==> src/hw/rtl/qfv_pkg.sv <==
// ----------------------------------------------------------------------------
// qfv_pkg: shared types and constants of the quadratic form variance block
// Holds the matrix sizes, datapath widths, opcodes, sequencer states and the
// structs that connect the sequencer to the matrix store.
// ----------------------------------------------------------------------------
`default_nettype none

package qfv_pkg;

  // Matrix geometry.
  localparam int MAX_DIM    = 4;
  localparam int NUM_BLOCKS = 4;
  localparam int D2         = MAX_DIM * MAX_DIM;
  localparam int D4         = D2 * D2;

  // Widths fixed by the beat fields.
  localparam int DATA_W  = 16;
  localparam int FUNC_W  = 2;
  localparam int BLK_W   = 2;
  localparam int POS_W   = 2;
  localparam int DIM_W   = 3;
  localparam int OUT_W   = 48;
  localparam int FRAC_SH = 24;

  localparam logic [DIM_W-1:0] DIM_RESET = 3'd4;

  // Index and address widths.
  localparam int IDX_W  = (MAX_DIM > 1) ? $clog2(MAX_DIM) : 1;
  localparam int COV_AW = (D2 > 1) ? $clog2(D2) : 1;
  localparam int W_AW   = (NUM_BLOCKS * D2 > 1) ? $clog2(NUM_BLOCKS * D2) : 1;

  // Datapath widths. A single element product fits in PROD_W bits, a sum of
  // three such products in SS_W bits, the trace in TR_W bits and the whole
  // exact sum in ACC_W bits.
  localparam int PROD_W = 2 * DATA_W;
  localparam int SS_W   = PROD_W + 1;
  localparam int MUL_W  = SS_W;
  localparam int MULP_W = 2 * MUL_W;
  localparam int TR_W   = PROD_W + ((D2 > 1) ? $clog2(D2) : 0);
  localparam int LO_W   = TR_W / 2;
  localparam int HI_W   = TR_W - LO_W;
  localparam int ACC_W  = 4 * DATA_W + ((D4 > 1) ? $clog2(D4) : 0);

  // Operation carried in the input tuser.
  typedef enum logic [FUNC_W-1:0] {
    FUNC_LOAD_COV = 2'd0,
    FUNC_LOAD_W   = 2'd1,
    FUNC_COMPUTE  = 2'd2
  } func_e;

  // Sequencer states.
  typedef enum logic [2:0] {
    ST_IDLE,
    ST_PRIME,
    ST_TERM,
    ST_DRAIN,
    ST_TRACE,
    ST_TR_DRAIN,
    ST_SQUARE,
    ST_SAT
  } state_e;

  // Write request into the matrix store.
  typedef struct packed {
    logic                     cov_we;
    logic                     w_we;
    logic [COV_AW-1:0]        cov_addr;
    logic [W_AW-1:0]          w_addr;
    logic signed [DATA_W-1:0] data;
  } qfv_wr_t;

  // Read addresses for the two ports of each matrix.
  typedef struct packed {
    logic [COV_AW-1:0] cov_a;
    logic [COV_AW-1:0] cov_b;
    logic [W_AW-1:0]   w_a;
    logic [W_AW-1:0]   w_b;
  } qfv_rd_t;

endpackage

`default_nettype wire

==> src/hw/rtl/qfv_store.sv <==
// ----------------------------------------------------------------------------
// qfv_store: covariance and weight matrix memories
// One write port shared by both matrices and two registered read ports on
// each, addressed by the sequencer.
// ----------------------------------------------------------------------------
`default_nettype none

module qfv_store
  import qfv_pkg::*;
(
  input  wire logic                     clk_i,
  input  wire qfv_wr_t                  wr_i,
  input  wire qfv_rd_t                  rd_i,
  output logic signed [DATA_W-1:0]      cov_a_o,
  output logic signed [DATA_W-1:0]      cov_b_o,
  output logic signed [DATA_W-1:0]      w_a_o,
  output logic signed [DATA_W-1:0]      w_b_o
);

  logic signed [DATA_W-1:0] cov_mem [D2];
  logic signed [DATA_W-1:0] w_mem   [NUM_BLOCKS * D2];

  // Covariance matrix, row-major.
  always_ff @(posedge clk_i) begin
    if (wr_i.cov_we) begin
      cov_mem[wr_i.cov_addr] <= wr_i.data;
    end
    cov_a_o <= cov_mem[rd_i.cov_a];
    cov_b_o <= cov_mem[rd_i.cov_b];
  end

  // Weight blocks, one after another, each row-major.
  always_ff @(posedge clk_i) begin
    if (wr_i.w_we) begin
      w_mem[wr_i.w_addr] <= wr_i.data;
    end
    w_a_o <= w_mem[rd_i.w_a];
    w_b_o <= w_mem[rd_i.w_b];
  end

endmodule

`default_nettype wire

==> config.mk <==
export PLATFORM = sky130hd
export DESIGN_NAME = qfv_store
export DESIGN_NICKNAME = d
export VERILOG_FILES = /design/src/hw/rtl/qfv_pkg.sv /design/src/hw/rtl/qfv_store.sv
export SDC_FILE = /design/constraint.sdc
export NUM_CORES = 1
export LEC_CHECK = 0
export BUFFER_PORTS_ARGS = -buffer_cell sky130_fd_sc_hd__buf_2
export CAP_MARGIN = 0
export CORE_AREA = 2 2 351 353
export CTS_CLUSTER_SIZE = 8
export DETAILED_ROUTE_END_ITERATION = 12
export DIE_AREA = 0 0 353 355
export PLACE_DENSITY = 0.63
export SKIP_CTS_REPAIR_TIMING = 1
export SYNTH_ARGS = -nofsm -noshare
export SYNTH_HDL_FRONTEND = slang
export SYNTH_SLANG_ARGS = --single-unit
export TNS_END_PERCENT = 30
==> constraint.sdc <==
create_clock -name clk_i -period 3.1 [get_ports clk_i]
set_input_delay 0.31 -clock clk_i [delete_from_list [all_inputs] [get_ports clk_i]]
set_output_delay 0.31 -clock clk_i [all_outputs]
set_load 0.005 [all_outputs]
After elaboration in Yosys (flattened, before gate mapping)
Memories as Yosys holds them, arrays and structs flattened. A register that Yosys moved wholly into a read port is not among the register bits.
Cells that the tools add are included.
W data, S select, Z words.
{ "op_classes": {"muxes": 4} }
{ "ops": {"columns": ["op", "count"], "rows": [
  ["$mux W1", 4]
]} }
{ "word_totals": {"ff_bits": 0, "ramBits": 1280, "input_bits": 49, "output_inout_bits": 64, "elab_cells": 6, "mem_count": 2} }
{ "memory_table": {"columns": ["memory", "words", "width", "read_ports", "rd_clocked_by_memory_dff", "wr", "line_no", "source"], "rows": [
  ["w_mem", 64, 16, 2, 2, 1, "qfv_store.sv:21", "logic signed [DATA_W-1:0] w_mem [NUM_BLOCKS * D2];"],
  ["cov_mem", 16, 16, 2, 2, 1, "qfv_store.sv:20", "logic signed [DATA_W-1:0] cov_mem [D2];"]
]} }

Logic depth before layout (Yosys ltp)
{ "depth": {"depth_word": 2, "depth_mapped": 9, "depth_no_buf": 5} }

Least setup slack after synthesis
No wires, ideal clock.
{ "synth_path": {"kind": "input to register", "startpoint": "in wr_i[20] (netlist bit)", "endpoint": "mem w_mem[42][0], enable pin", "setup_time_ns": 0.409, "arrival_ns": 1.968, "required_ns": 2.691, "path_slack_ns": 0.723, "cell_stages": 3, "n_path_buf": 1, "cell_sequence": "clkbuf_1 > nand4b_1 > nor3_1"} }
{ "synth_lines": {"columns": ["item", "line_no", "source"], "rows": [
  ["start, declared", "qfv_store.sv:12", "input wire qfv_wr_t wr_i,"],
  ["end, declared", "qfv_store.sv:21", null]
]} }
Straight into the memory's write port.

==> results.json <==
{
  "status": "finished, final reports clean",
  "multi_input_area_sq_um": 19460,
  "clkLatencyLatePin_ns": 0.79,
  "seqCellArea_sq_um": 39720,
  "numCtsBuffers": 186,
  "crit_arrival_ns": 2.93,
  "r2r-end": "w_b_o[15]$_DFF_P_",
  "wire_per_inst_microns": 37.39,
  "slew-limit-headroom_pct": 24.16,
  "antenna_left": 0,
  "end_kind": "register",
  "ys_ff_latch": 1344,
  "ir_worst_vdd_uv": 531.1,
  "min_period_ns": 2.260,
  "grt_pass1_wl_microns": 266300,
  "hold_class": "primary input to register",
  "io_buffers": 112,
  "seq_area_frac_synth_pct": 65.92,
  "viasPerCell": 7.026,
  "dpl.hpwl_microns": 120000,
  "rsz0062_at_grt": "no",
  "avgSynthCellArea_sq_um": 20.43,
  "worstPathMaxFanout": 2,
  "post-route-util_pct": 57.47,
  "die-height_microns": 355,
  "leakagePower_nw": 22.32,
  "worstPathRequired_ns": 3.77,
  "crit_path_start_kind": "register",
  "grt_pass1_vias": 35950,
  "syn-cell-area_sq_um": 60260,
  "seq_power_share_pct": 47.9,
  "die_w_microns": 353,
  "nNetsFinal": 3319,
  "ios": 113,
  "syn_nets": 2999,
  "core_sq_um": 121400,
  "max_cap_viol_count": 0,
  "antenna_found_initial": 25,
  "rows": 128,
  "htree_levels": 4,
  "fmax_mhz": 442.5,
  "drtIter0Drc": 5207,
  "clock_path_buffers": 3,
  "grt.total_usage_pct": 30.15,
  "synth_edf_count": 1280,
  "dr.pass1.iters": 6,
  "cts_tree": "built",
  "slew_violations": 0,
  "vias": 35310,
  "syn2layout_area_growth_pct": 15.78,
  "holdPathEnd": "w_mem[0][1]$_DFFE_PP_",
  "routed_wl_microns": 187900,
  "rrSetupSlack_ns": 0.84,
  "switching_power_mw": 9.801,
  "rr_worst_depth": 4,
  "synth_cells": 2950,
  "hold_slack_ns": 0.05253,
  "hold_start": "wr_i[1]",
  "nFillCells": 9032,
  "gp_congestion": 0.8856,
  "ys_warn_count": 0,
  "period_share_pct": 72.90,
  "start_util_pct": 49.64,
  "grt_max_degree": 81,
  "path_class": "register to register",
  "setup-tns-final_ns": 0,
  "combPwrFrac_pct": 7.8,
  "min_path_cells": 1,
  "hold_violations": 0,
  "setup_viol": 0,
  "grt_overflow": 0,
  "power.density_nw_per_um2": 609.9,
  "worst_pin_slew_ns": 1.138,
  "p_int_mw": 32.75,
  "clk_pin_slew_worst_paths_ns": 0.05,
  "r2r-start": "w_mem[3][15]$_DFFE_PP_",
  "drcViolationCount": 0,
  "layout-drive-gt1-share_pct": 38.28,
  "p_sw_share_pct": 23.04,
  "pwr-share-clk_pct": 44.4,
  "async_reset_ff_share_pct": 0,
  "synth_cell_types": 45,
  "yosys_most_used_dff": "edfxtp_1",
  "dieArea_sq_um": 125300,
  "skew_ns": 0.03446,
  "cts.sinks": 1344,
  "cts-root-buf": "clkbuf_16"
}
## layout make-up
cell class,count,share of cell area [%]
Sequential cell,1344,56.93
Multi-Input combinational cell,1366,27.90
Clock buffer,296,7.294
Timing Repair Buffer,370,4.505
Tap cell,1625,2.914
Clock inverter,15,0.4179
Antenna cell,7,0.02511
Inverter,2,0.01076
## power by group through the flow
stage / clock, mW / sequential (mW) / combinational (mW)
floorplan: 0 / 20.6 / 1.85
global placement: 0 / 20.7 / 3.23
detailed placement: 0 / 20.7 / 3.28
CTS: 19.1 / 20.4 / 3.29
global route: 19.8 / 20.4 / 3.45
finish: 18.9 / 20.4 / 3.31
## registers in the layout, indices dropped and copies added (netlist names)
register	flops
cov_b_o	16
cov_mem	256
w_mem	1024
w_b_o	16
w_a_o	16
cov_a_o	16
## cell usage after synthesis (2+ instances only)
cell / count / share of area (%)
edfxtp_1: 1280 / 64
mux4_2: 640 / 24
nand2_1: 125 / 0.78
mux2i_1: 123 / 2.0
clkbuf_1: 105 / 0.65
a22oi_1: 92 / 1.1
nor2_1: 76 / 0.47
dfxtp_1: 64 / 2.1
buf_2: 58 / 0.48
nand3_1: 44 / 0.37
a221oi_1: 35 / 0.51
nand4_1: 34 / 0.35
a21oi_1: 27 / 0.22
buf_4: 27 / 0.34
buf_6: 24 / 0.45
o221ai_1: 21 / 0.31
nor2b_1: 19 / 0.20
buf_1: 18 / 0.11
o21ai_0: 18 / 0.15
a41oi_1: 16 / 0.23
and4_1: 16 / 0.23
nor3_1: 12 / 0.10
a32o_1: 10 / 0.17
nand2b_1: 9 / 0.093
o22ai_1: 8 / 0.083
o21ai_1: 5 / 0.042
a211oi_1: 4 / 0.050
a22o_1: 4 / 0.058
and2_1: 4 / 0.042
clkbuf_2: 3 / 0.025
mux2_2: 3 / 0.056
nand3b_1: 3 / 0.037
or3_1: 3 / 0.031
or3b_2: 3 / 0.044
a2111oi_0: 2 / 0.029
buf_12: 2 / 0.066
inv_1: 2 / 0.012
nand4b_1: 2 / 0.029
o2111a_1: 2 / 0.037
o32ai_1: 2 / 0.029
## metrics by stage
stage	worst slack, ns	instances	power (mW)	area (sq um)
2_1_floorplan	0.7232	2950	22.47	60260
3_3_place_gp	0.3423	4706	23.92	64360
3_5_place_dp	0.3345	4706	23.98	64360
4_1_cts	0.8783	5017	42.76	69740
5_1_grt	0.8250	5021	43.63	69750
6_report	0.8400	5025	42.55	69760
## worst max-delay path: stages, from the launching register on
cell and delay (ns):
edfxtp_1 0.38, mux4_2 0.49, a22oi_1 0.47, nand4_1 0.46
and4_1 0.35
## metal layers
metal,track usage (%),vias to the layer above,routed length (microns)
li1,-,13520,-
met5,0,-,154
met1,41.89,18820,70660
met3,8.846,436,23180
met4,10.73,22,6557
met2,45.94,2514,87330
## worst max-delay path by stage
stage / from / to / depth (start not counted)
finish: w_mem[3][15]$_DFFE_PP_ / w_b_o[15]$_DFF_P_ / 4
global route: w_mem[0][15]$_DFFE_PP_ / w_b_o[15]$_DFF_P_ / 4
CTS: w_mem[3][15]$_DFFE_PP_ / w_b_o[15]$_DFF_P_ / 4
detailed placement: rd_i[0] / w_b_o[3]$_DFF_P_ / 8
global placement: rd_i[0] / w_b_o[13]$_DFF_P_ / 8
floorplan: wr_i[20] / w_mem[42][0]$_DFFE_PP_ / 3
## cell usage in the layout, fill, tap and decap left out, types with 8 or more instances in the layout
| master | Yosys | final |
|---|---|---|
| edfxtp_1 | 1280 | 1280 |
| mux4_2 | 640 | 640 |
| buf_4 | 27 | 212 |
| clkbuf_16 | 0 | 187 |
| nand2_1 | 125 | 125 |
| mux2i_1 | 123 | 123 |
| clkbuf_1 | 105 | 109 |
| buf_2 | 58 | 105 |
| a22oi_1 | 92 | 92 |
| nor2_2 | 0 | 66 |
| dfxtp_1 | 64 | 64 |
| buf_12 | 2 | 47 |
| nand3_1 | 44 | 44 |
| a221oi_1 | 35 | 35 |
| nand4_1 | 34 | 34 |
| a21oi_1 | 27 | 27 |
| o221ai_1 | 21 | 21 |
| nor2b_1 | 19 | 17 |
| o21ai_0 | 18 | 17 |
| a41oi_1 | 16 | 16 |
| and4_1 | 16 | 16 |
| nor3_2 | 0 | 12 |
| nor2_1 | 76 | 10 |
| a32o_1 | 10 | 10 |
| nand2b_1 | 9 | 9 |
| o22ai_1 | 8 | 8 |
## logic make-up after synthesis
kind of cell | Yosys count | synth area share [%]
buf+inv | 240 | 2.162
compound gates | 248 | 3.096
mux | 766 | 26.02
flops | 1344 | 65.92
simple gates | 352 | 2.805
Power figures use the tool's default switching activity.
